<file path="src/sv/laser_scan_occupancy_grid_update_top_defines.svh">
// Assertion macros for the file that checks its own logic.
`ifndef LASER_SCAN_OCCUPANCY_GRID_UPDATE_TOP_DEFINES_SVH
`define LASER_SCAN_OCCUPANCY_GRID_UPDATE_TOP_DEFINES_SVH

`ifndef SYNTHESIS

`define LSOG_ASSERT_IMP(lbl, ante, cons) \
    lbl: assert property (@(posedge clk) disable iff (!rst_n) (ante) |-> (cons)) \
        else $error("lsog assertion failed");

`define LSOG_ASSERT_NXT(lbl, ante, cons) \
    lbl: assert property (@(posedge clk) disable iff (!rst_n) (ante) |=> (cons)) \
        else $error("lsog assertion failed");

`else

`define LSOG_ASSERT_IMP(lbl, ante, cons)

`define LSOG_ASSERT_NXT(lbl, ante, cons)

`endif

`endif

</file>
<file path="src/sv/lsog_pkg.sv">
package lsog_pkg;

    localparam int GRID_SIDE = 256;
    localparam int SINE_TABLE_SIZE = 1024;

    localparam int GRID_W = $clog2(GRID_SIDE);
    localparam int GRID_CELLS = GRID_SIDE * GRID_SIDE;
    localparam int ADDR_W = $clog2(GRID_CELLS);

    localparam int CELL_W = 2;
    localparam logic [CELL_W-1:0] CELL_FREE = 2'd0;
    localparam logic [CELL_W-1:0] CELL_OCC = 2'd1;
    localparam logic [CELL_W-1:0] CELL_UNKNOWN = 2'd2;

    localparam int OP_W = 2;
    localparam logic [OP_W-1:0] OP_CLEAR = 2'd0;
    localparam logic [OP_W-1:0] OP_BEAM = 2'd1;
    localparam logic [OP_W-1:0] OP_READ = 2'd2;

    localparam int CFG_IDX_W = 3;
    localparam int CFG_DATA_W = 16;
    localparam logic [CFG_IDX_W-1:0] REG_START_ANGLE = 3'd0;
    localparam logic [CFG_IDX_W-1:0] REG_ANGLE_STEP = 3'd1;
    localparam logic [CFG_IDX_W-1:0] REG_MIN_RANGE = 3'd2;
    localparam logic [CFG_IDX_W-1:0] REG_CLIP_ABOVE = 3'd3;
    localparam logic [CFG_IDX_W-1:0] REG_CLIPPED_RANGE = 3'd4;
    localparam logic [CFG_IDX_W-1:0] REG_CELL_SIZE = 3'd5;
    localparam logic [CFG_IDX_W-1:0] REG_MARGIN = 3'd6;

    localparam int ANG_W = 16;
    localparam int IDX_W = 12;
    localparam int RANGE_W = 16;
    localparam int COL_W = 8;
    localparam int SIZE_W = 10;
    localparam int MARGIN_W = 3;
    localparam int SINE_W = 16;
    localparam int TI_W = $clog2(SINE_TABLE_SIZE);

    localparam int PROD_W = RANGE_W + 1 + SINE_W;
    localparam int HALF_W = $clog2(GRID_SIDE + 1) + SIZE_W + 14;
    localparam int NUM_W = ((PROD_W > HALF_W + 1) ? PROD_W : HALF_W + 1) + 1;
    localparam int DEN_W = SIZE_W + 15;
    localparam int COORD_W = NUM_W - 15 + 2;
    localparam int ERR_W = COORD_W + 2;
    localparam int RAY_STOP_CELLS = 2;

    localparam logic [63:0] TWO_PI_Q30 = 64'd6746518853;
    localparam logic [63:0] ONE_Q30 = 64'd1073741824;

    typedef logic signed [COORD_W-1:0] coord_t;
    typedef logic signed [SINE_W-1:0] sine_lut_t [SINE_TABLE_SIZE];

    typedef struct packed {
        logic              en;
        logic [ADDR_W-1:0] addr;
        logic [CELL_W-1:0] data;
    } grid_wr_t;

    localparam coord_t CENTER = COORD_W'(GRID_SIDE / 2);

    function automatic logic [63:0] quarter_sine(input logic [63:0] k);
        logic [63:0] x;
        logic [63:0] x2;
        logic [63:0] t;
        logic [63:0] s;
        x = (k * TWO_PI_Q30) / 64'(SINE_TABLE_SIZE);
        x2 = (x * x) >> 30;
        t = ONE_Q30 - x2 / 64'd110;
        t = ONE_Q30 - ((x2 * t) >> 30) / 64'd72;
        t = ONE_Q30 - ((x2 * t) >> 30) / 64'd42;
        t = ONE_Q30 - ((x2 * t) >> 30) / 64'd20;
        t = ONE_Q30 - ((x2 * t) >> 30) / 64'd6;
        s = (x * t) >> 30;
        s = (s + 64'd16384) >> 15;
        if (s > 64'd32767)
        begin
            s = 64'd32767;
        end
        return s;
    endfunction

    function automatic sine_lut_t build_sine();
        sine_lut_t   lut;
        logic [63:0] j;
        logic [63:0] v;
        for (int i = 0; i < SINE_TABLE_SIZE; i++)
        begin
            j = 64'(i % (SINE_TABLE_SIZE / 2));
            if (j > 64'(SINE_TABLE_SIZE / 4))
            begin
                j = 64'(SINE_TABLE_SIZE / 2) - j;
            end
            v = quarter_sine(j);
            if (i >= SINE_TABLE_SIZE / 2)
            begin
                lut[i] = SINE_W'(-v);
            end
            else
            begin
                lut[i] = SINE_W'(v);
            end
        end
        return lut;
    endfunction

    localparam sine_lut_t SINE_LUT = build_sine();

    function automatic logic on_grid(input coord_t x, input coord_t y);
        return (x >= 0) && (x < COORD_W'(GRID_SIDE)) && (y >= 0) && (y < COORD_W'(GRID_SIDE));
    endfunction

    function automatic logic [ADDR_W-1:0] cell_addr(input coord_t x, input coord_t y);
        return ADDR_W'(y[GRID_W-1:0]) * ADDR_W'(GRID_SIDE) + ADDR_W'(x[GRID_W-1:0]);
    endfunction

endpackage

</file>
<file path="src/sv/lsog_div.sv">
module lsog_div
    import lsog_pkg::*;
(
    input  logic                     clk,
    input  logic                     rst_n,
    input  logic                     start,
    input  logic signed [NUM_W-1:0]  num,
    input  logic        [DEN_W-1:0]  den,
    output logic                     done,
    output coord_t                   quo
);

    localparam int CNT_W = $clog2(NUM_W + 1);

    logic             run_reg;
    logic             done_reg;
    logic [CNT_W-1:0] cnt_reg;
    logic [NUM_W-1:0] mag_reg;
    logic [DEN_W-1:0] rem_reg;
    logic [DEN_W-1:0] den_reg;
    logic             neg_reg;
    coord_t           quo_reg;

    logic [DEN_W:0]   shifted;
    logic             ge;
    logic [DEN_W:0]   diff;
    logic [DEN_W-1:0] rem_next;

    assign shifted = {rem_reg, mag_reg[NUM_W-1]};
    assign ge = shifted >= {1'b0, den_reg};
    assign diff = shifted - {1'b0, den_reg};
    assign rem_next = ge ? diff[DEN_W-1:0] : shifted[DEN_W-1:0];

    always_ff @(posedge clk or negedge rst_n)
    begin
        if (!rst_n)
        begin
            run_reg <= 1'b0;
            done_reg <= 1'b0;
            cnt_reg <= '0;
        end
        else
        begin
            done_reg <= run_reg && (cnt_reg == '0);
            if (start)
            begin
                run_reg <= 1'b1;
                cnt_reg <= CNT_W'(NUM_W);
            end
            else if (run_reg)
            begin
                if (cnt_reg == '0)
                begin
                    run_reg <= 1'b0;
                end
                else
                begin
                    cnt_reg <= cnt_reg - 1'b1;
                end
            end
        end
    end

    always_ff @(posedge clk)
    begin
        if (start)
        begin
            neg_reg <= num[NUM_W-1];
            mag_reg <= num[NUM_W-1] ? NUM_W'(-num) : NUM_W'(num);
            rem_reg <= '0;
            den_reg <= den;
        end
        else if (run_reg && (cnt_reg != '0))
        begin
            rem_reg <= rem_next;
            mag_reg <= {mag_reg[NUM_W-2:0], ge};
        end
        if (run_reg && (cnt_reg == '0))
        begin
            quo_reg <= neg_reg ? COORD_W'(-mag_reg) : COORD_W'(mag_reg);
        end
    end

    assign done = done_reg;
    assign quo = quo_reg;

endmodule
</file>
<file path="config.mk">
export PLATFORM = sky130hd
export DESIGN_NAME = lsog_div
export DESIGN_NICKNAME = d
export VERILOG_FILES = /design/src/sv/laser_scan_occupancy_grid_update_top_defines.svh /design/src/sv/lsog_pkg.sv /design/src/sv/lsog_div.sv
export SDC_FILE = /design/constraint.sdc
export NUM_CORES = 1
export LEC_CHECK = 0
export BUFFER_PORTS_ARGS = -buffer_cell sky130_fd_sc_hd__buf_2
export CORE_MARGIN = 3
export CORE_UTILIZATION = 45
export CTS_CLUSTER_DIAMETER = 150
export CTS_CLUSTER_SIZE = 20
export DETAILED_ROUTE_END_ITERATION = 7
export PLACE_DENSITY = 0.63
export SYNTH_ARGS = -nofsm -noshare
export SYNTH_HDL_FRONTEND = slang
export SYNTH_SLANG_ARGS = --single-unit
</file>
<file path="constraint.sdc">
create_clock -name clk -period 4.8 [get_ports clk]
set_clock_uncertainty 0.15 [all_clocks]
set_input_delay 0.48 -clock clk [delete_from_list [all_inputs] [get_ports clk]]
set_output_delay 0.48 -clock clk [all_outputs]
set_load 0.03 [all_outputs]
</file>
* Word-level counts from Yosys, hierarchy flattened
Index checks and enable logic that the tools add are counted.
Cells by class: add/sub/neg operators 4, multipliers 0, div/mod/pow operators 0, order comparisons 1, equal/unequal tests 1, shift-type cells 0, muxes and demuxes 11, bitwise logic cells 0, reductions and logical operators 7
Operators with widths (number):
- two-way mux 35 bit | 3
- negation 35 bit | 1
- greater-or-equal comparator 26 x 25 -> 1 bit | 1
- two-way mux 25 bit | 1
- subtractor 25 bit | 1
- two-way mux 22 bit | 1
- negation 22 bit | 1
- two-way mux 6 bit | 3
- logical NOT 6 bit | 1
- nonzero test 6 bit | 1
- subtractor 6 x 1 -> 6 bit, second input constant | 1
- nonzero test 2 bit | 2
- two-way mux 1 bit | 3
- logical AND 1 bit | 2
- != test 2 bit, second input constant | 1
- AND reduction 2 bit | 1
Storage, ports and cells: flip-flop bits (word level) 116, bits in latches 0, memory bits (writable) 0, ROM bits 0, bits of input ports 63, logic and storage cells 32, memories kept 0

* Depth between registers and ports, before layout
Gate-level depths: netlist of run 1.
depth in word-level cells 4, gate-level depth with buffers 12, depth with buffers taken out 11

* Worst setup path after synthesis of run 1
No wires, ideal clock.
path kind input -> register, start point input port num[13], end point register mag_reg[29] (data pin), setup time 270 ps, arrival time 2695 ps, setup slack 1684 ps, cell stages on the path 7, buffers on the path 0, cells stage by stage or4_4 or4_4 or3_4 or3_4 o31ai_2 xor2_1 a21oi_1
Between the ends: longest elaborated chain between the ends 3
RTL lines:
- start, declared | line lsog_div.sv:7 | input logic signed [NUM_W-1:0] num,
- negation 35 bit | line lsog_div.sv:69 | mag_reg <= num[NUM_W-1] ? NUM_W'(-num) : NUM_W'(num);
- two-way mux 35 bit | line lsog_div.sv:69
- two-way mux 35 bit | line lsog_div.sv:66 | if (start)
- end signal, assigned | line lsog_div.sv:69
- end signal, assigned | line lsog_div.sv:76 | mag_reg <= {mag_reg[NUM_W-2:0], ge};
- end, declared | line lsog_div.sv:18 | logic [NUM_W-1:0] mag_reg;
Every way passes these cells. A chain may end at the register's enable or synchronous reset.

* Worst setup path after layout of run 1
start point register mag_reg[34], end point register rem_reg[15]
Between the ends: longest elaborated chain between the ends 2
RTL lines:
- subtractor 25 bit or greater-or-equal comparator 26 x 25 -> 1 bit (tied branches) | line lsog_div.sv:31, lsog_div.sv:30
- two-way mux 25 bit (*) | line lsog_div.sv:32 | assign rem_next = ge ? diff[DEN_W-1:0] : shifted[DEN_W-1:0];
- end signal, assigned | line lsog_div.sv:75 | rem_reg <= rem_next;
- end, declared | line lsog_div.sv:19 | logic [DEN_W-1:0] rem_reg;
Mark *: on every way between the ends. The rest lies on a longest branch, timed or not.

==> results.json, run 1 <==
{
  "status": "complete, no violations",
  "grt_pass1_vias": 5357,
  "cts_root_buf": "clkbuf_16",
  "routed_wl_mm": 15.2,
  "synth-seq-cells": 116,
  "power_mw": 3.95,
  "fin_hold_ws_ns": 0.0877,
  "setup.worst_path.start_class": "register",
  "fin_crit_sh_pct": 69.3,
  "detail_route.wl_per_cell_um": 15.6,
  "ios": 86,
  "insertion_delay_ns": 0.42,
  "hp-start": "den[20]",
  "period_needed_ns": 3.33,
  "synth-edff-count": 83,
  "pre_cts_slack_ns": 1.44,
  "tightestPinTransition_ns": 1.09,
  "gr-usage-all-layers_pct": 19.1,
  "ys.flop_type": "edfxtp_1",
  "post-cts-setup-buffers": 0,
  "grt_max_degree": 77,
  "synth_cell_type_count": 58,
  "slew_viol_final": 0,
  "synth_top_area_share_pct": 36.4,
  "crit_family": "compound AO/OA/AOI/OAI gates",
  "synthesis.area_um2": 6840,
  "grt_pass1_wl_mm": 25.4,
  "fin_tns_setup_ns": 0,
  "cts_max_level": 4,
  "netlist_instances": 699,
  "syn2layout_area_growth_pct": 17.8,
  "route.detailed.drc": 0,
  "crit_chain": "inv_1, ha_1, inv_1, fa_1, a21o_1, a221o_1, a21oi_1, o211ai_1, a221oi_4, buf_4, nor3_1, a311o_1",
  "path_max_fanout": 20,
  "crit_path_max_incr_delay_ns": 0.39,
  "worstSetupPathType": "register to register",
  "worstSetupStartpoint": "mag_reg[34]$_DFFE_PP_",
  "cts_buffers": 17,
  "synth_largest_area_cell": "edfxtp_1",
  "start_util_pct": 46.6,
  "power_density_nw_per_um2": 489,
  "path_buf_inv": 3,
  "cts.repair.resized": 0,
  "yosys_warnings": 0,
  "dp_cells": 944,
  "gp_congestion": 0.889,
  "fmax_ghz": 0.301,
  "antenna_found_initial": 0,
  "end_kind": "register",
  "dr.pass1.iters": 5,
  "vias": 5480,
  "setup_slack_ns": 1.47,
  "core-area_um2": 14700,
  "die_area_um2": 16700,
  "yosysMostFrequentCell": "edfxtp_1",
  "largest_reg_flops": 35,
  "hp-class": "input pin to register",
  "ys_seq_area_share_pct": 46.7,
  "die_w_um": 129,
  "dp_hpwl_mm": 10.7,
  "fin_nets": 873,
  "final_antenna_net_count": 0,
  "cp.required_ns": 4.95,
  "synth_fp_nets": 792,
  "cts.path.max_buffers": 2,
  "vias_per_cell": 5.61,
  "dr.first_iter.drc_count": 332,
  "placementRows": 44,
  "regToRegStartpoint": "mag_reg[34]$_DFFE_PP_",
  "drv_cap": 0,
  "gr-total-overflow": 0,
  "synth_common_cells": "edfxtp_1 (83), a21oi_1 (69), nor2_1 (61), nand2_1 (54), o21ai_0 (47)",
  "io_buffers": 85,
  "peakVddDrop_mv": 0.337,
  "hold_violations": 0,
  "total_leakage_power_nw": 3.36,
  "relSlewSlack_pct": 27.4,
  "setup_violations": 0,
  "postCtsHoldBufs": 1,
  "drive_above_1_share_pct": 16.8,
  "final_cells": 977,
  "synth_area_leaders": "edfxtp_1 (36%), dfxtp_1 (7.3%), xor2_1 (5.6%), ha_1 (5.3%), a21oi_1 (5.0%)",
  "cts_tree": "yes",
  "async_flop_share_pct": 6.90,
  "rsz0062_at_grt": "false",
  "clk_pin_slew_ns": 0.06,
  "n_antenna_cell": 0,
  "worst_ep_arrival_time_ns": 3.48,
  "cts_sinks": 116,
  "slowest_stage": "fa_1",
  "avgSynthCellArea_um2": 9.79,
  "cp_common_cell": "inv_1",
  "die_h_um": 129,
  "num-fill-cells": 1297
}
power breakdown:
part / internal (mW) / switching (mW) / total, mW
Combinational: 0.553 / 0.722 / 1.28
Sequential: 1.25 / 0.120 / 1.37
Clock: 0.864 / 0.437 / 1.30
cell type report:
| class | instances | area, um^2 | area share, % |
|---|---|---|---|
| Multi-Input combinational cell | 513 | 3400 | 42.2 |
| Sequential cell | 116 | 3190 | 39.6 |
| Timing Repair Buffer | 92 | 483 | 5.99 |
| Clock buffer | 22 | 444 | 5.51 |
| Tap cell | 184 | 230 | 2.86 |
| Clock inverter | 10 | 158 | 1.96 |
| Inverter | 40 | 150 | 1.86 |
cell families (layout without fill, tap and decap cells):
| kind of cell | count (synthesis) | in the layout | share of synthesized area, % |
|---|---|---|---|
| compound gates | 203 | 203 | 18.7 |
| xor+xnor | 74 | 74 | 9.47 |
| fa+ha+maj | 30 | 30 | 5.59 |
| buf+inv | 70 | 164 | 3.88 |
| flops | 116 | 116 | 46.7 |
| mux | 14 | 14 | 2.05 |
| simple gates | 192 | 192 | 13.6 |
cell usage in the layout (no fill, tap or decap), types with 8 or more instances in the layout:
master and count:
buf_2 84, nand2_1 54, o21ai_0 47, dfrtp_1 8, xnor2_1 30, or3_1 11, xor2_1 44, mux2i_1 14
a31oi_1 8, and3_1 11, o31ai_1 18, nor2_1 60, a21oi_1 68, inv_1 40, dfxtp_1 25, edfxtp_1 83
clkbuf_16 17, ha_1 29, nor3_1 11
path summary, 6_finish.rpt:
kind                                                 end  cells after the start  slack (ns)
min in group asynchronous         cnt_reg[5]$_DFFE_PN0P_                      2        0.30
worst min register to register   rem_reg[8]$_SDFFE_PP0P_                      2        0.33
worst max-delay path            rem_reg[15]$_SDFFE_PP0P_                     12        1.47
worst max register to register  rem_reg[15]$_SDFFE_PP0P_                     12        1.47
worst min-delay path               den_reg[20]$_DFFE_PP_                      1        0.09
max in group asynchronous         cnt_reg[4]$_DFFE_PN0P_                      2        4.01
per-stage QoR:
stage	cell area [um^2]	utilization, %
after detailed placement	7450	50.7
after floorplan	6840	-
after CTS	8060	54.8
after global placement	7450	50.7
final	8060	54.8
after global routing	8060	54.8
layer usage:
layer  global-route usage [%]  vias up  part of all wire, %
li1                         -     2731                    -
met1                     24.3     2591                   46
met2                     31.2      134                   48
met3                     4.91       24                  4.5
met4                     7.29        0                  1.8
met5                        0        -                    0
No activity file was read; power rests on OpenSTA's default activity.
==> run 2: changes to the inputs <==
==> constraint.sdc (replaced) <==
create_clock -name clk -period 3.2 [get_ports clk]
set_clock_uncertainty 0.15 [all_clocks]
set_input_delay 0.32 -clock clk [delete_from_list [all_inputs] [get_ports clk]]
set_output_delay 0.32 -clock clk [all_outputs]
set_load 0.03 [all_outputs]
==> run 2 against run 1 <==
Net effect: clock power grew 58%; sequential power grew 51%; total power grew 60%; sequential share of layout area shrank 2.3 points; wire length grew 5.1%; register-to-register slack lost 1.3 ns; die area is the same; final cell count grew 4.7%; cell area grew 6.2%; largest power group is now combinational logic; highest routed layer unchanged.
==> results.json, run 2 (synthesis gave the netlist of run 1 again) <==
{
  "power.switching_mw": 2.05,
  "rsz0062_at_grt": "true",
  "gr-total-overflow": 0,
  "cts.path.max_buffers": 2,
  "die_w_um": 129,
  "ios": 86,
  "final_cells": 1023,
  "hold_path_depth": 2,
  "power_frac_clock_pct": 32.6,
  "end_kind": "register",
  "antenna_found_initial": 0,
  "cts_sinks": 116,
  "cts_tree": "yes",
  "dp_hpwl_mm": 11.4,
  "relSlewSlack_pct": 44.0,
  "tightestPinTransition_ns": 0.840,
  "mostFrequentLayoutCells": "buf_2 (84), edfxtp_1 (83), a21oi_1 (66)",
  "route.detailed.drc": 0,
  "peakVddDrop_mv": 0.365,
  "worstRegToRegCells": 13,
  "worstSetupPathType": "register to register",
  "drv_cap": 0,
  "fin_crit_sh_pct": 95.1,
  "grt_pass1_wl_mm": 26.1,
  "gp_congestion": 0.918,
  "clk_pin_slew_ns": 0.06,
  "status": "complete, no violations",
  "final_util_pct": 58.2,
  "fmax_ghz": 0.329,
  "final_antenna_net_count": 0,
  "gr-usage-all-layers_pct": 19.6,
  "setup_violations": 0,
  "num-fill-cells": 1226,
  "slew_viol_final": 0,
  "p_seq_share_pct": 32.7,
  "cts_max_level": 4,
  "die_area_um2": 16700,
  "fin_nets": 919,
  "place_area_um2": 7570,
  "setup.worst_path.start_class": "register",
  "syn2layout_area_growth_pct": 25.1,
  "insertion_delay_ns": 0.41,
  "worst_ep_arrival_time_ns": 3.17,
  "swShare_pct": 32.4,
  "vias": 5708,
  "vias_per_cell": 5.58,
  "total_leakage_power_nw": 3.59,
  "largest_reg_flops": 35,
  "drive_above_1_share_pct": 19.7,
  "cp.required_ns": 3.33,
  "n_antenna_cell": 0,
  "grt_max_degree": 80,
  "path_max_fanout": 7,
  "routed_wl_mm": 16.0,
  "final_area_um2": 8560,
  "io_buffers": 85,
  "dp_cells": 960,
  "multiInputGateArea_um2": 3430,
  "cts_root_buf": "clkbuf_16",
  "cts_buffers": 17,
  "core-area_um2": 14700,
  "pwr-share-comb_pct": 34.7,
  "dr.pass1.iters": 4,
  "cellInternalPower_mw": 4.27,
  "final_common_cell": "buf_2",
  "start_util_pct": 46.6,
  "die_h_um": 129,
  "grt_pass1_vias": 5526,
  "period_needed_ns": 3.04,
  "register_area_um2": 3190,
  "hold_violations": 0,
  "placementRows": 44,
  "detail_route.wl_per_cell_um": 15.6,
  "dr.first_iter.drc_count": 375,
  "power_density_nw_per_um2": 738,
  "hp-class": "input pin to register"
}
[run 2: what timing repair did]
item | in CTS | in global routing
resized for setup | 1 | 15
buffers inserted | 2 | 3
gates cloned | 0 | 0
setup endpoints to repair | 9 | 23
pin swaps | 1 | 6
hold buffers | 26 | 0
endpoints found under the hold margin | 33 | 0
[run 2: area by class of cell]
class                      count  area share (%)
multi-input combinational    513            40.1
timing repair buffer         138            10.7
clock buffer                  18            5.01
inverter                      40            1.75
sequential                   116            37.3
tap                          184            2.69
clock inverter                14            2.46
[run 2: per-stage QoR]
step / TNS (ns) / total power [mW] / setup slack, ns / hold WS [ns]
2_1_floorplan: 0 / 3.51 / 0.0910 / -0.126
3_3_place_gp: 0 / 4.01 / 0.0213 / 0.0321
3_5_place_dp: -0.220 / 4.06 / -0.0546 / 0.0366
4_1_cts: 0 / 6.19 / 0.0214 / 0.106
5_1_grt: -0.0644 / 6.69 / -0.0166 / 0.119
6_report: 0 / 6.31 / 0.156 / 0.118
[run 2: power groups by stage]
| stage | clock network, mW | registers, mW | logic, mW |
|---|---|---|---|
| after floorplan | 0 | 2.02 | 1.49 |
| after global placement | 0 | 2.08 | 1.93 |
| after detailed placement | 0 | 2.09 | 1.98 |
| after CTS | 2.09 | 2.06 | 2.04 |
| after global routing | 2.16 | 2.09 | 2.43 |
| final | 2.06 | 2.07 | 2.19 |
[run 2: path summary, 6_finish.rpt]
check,to,startpoint,slack [ns]
worst max-delay path,rem_reg[4]$_SDFFE_PP0P_,mag_reg[34]$_DFFE_PP_,0.16
worst min-delay path,cnt_reg[4]$_DFFE_PN0P_,start,0.12
worst max register to register,rem_reg[4]$_SDFFE_PP0P_,mag_reg[34]$_DFFE_PP_,0.16
worst min register to register,rem_reg[2]$_SDFFE_PP0P_,rem_reg[2]$_SDFFE_PP0P_,0.36
max in group asynchronous,cnt_reg[1]$_DFFE_PN0P_,rst_n,2.57
min in group asynchronous,done$_DFF_PN0_,rst_n,0.14
[run 2: per-layer routing]
layer	routed length [um]	share of wire, %	vias to the layer above	GRT usage, %
li1	-	-	2836	-
met3	706	4.4	37	3.87
met2	7740	48	158	32.0
met4	452	2.8	0	9.26
met5	0	0	-	0
met1	7100	44	2677	25.1
[run 2: critical path, cell delays in order, from the launching register on]
cell and delay [ns]:
edfxtp_1 0.38, inv_1 0.07, ha_2 0.17, inv_1 0.05, fa_2 0.34, a21o_1 0.19
a221o_1 0.34, a21oi_2 0.15, o211ai_1 0.16, a221oi_4 0.30, buf_6 0.16, buf_8 0.13
mux2i_2 0.23, a21oi_2 0.08
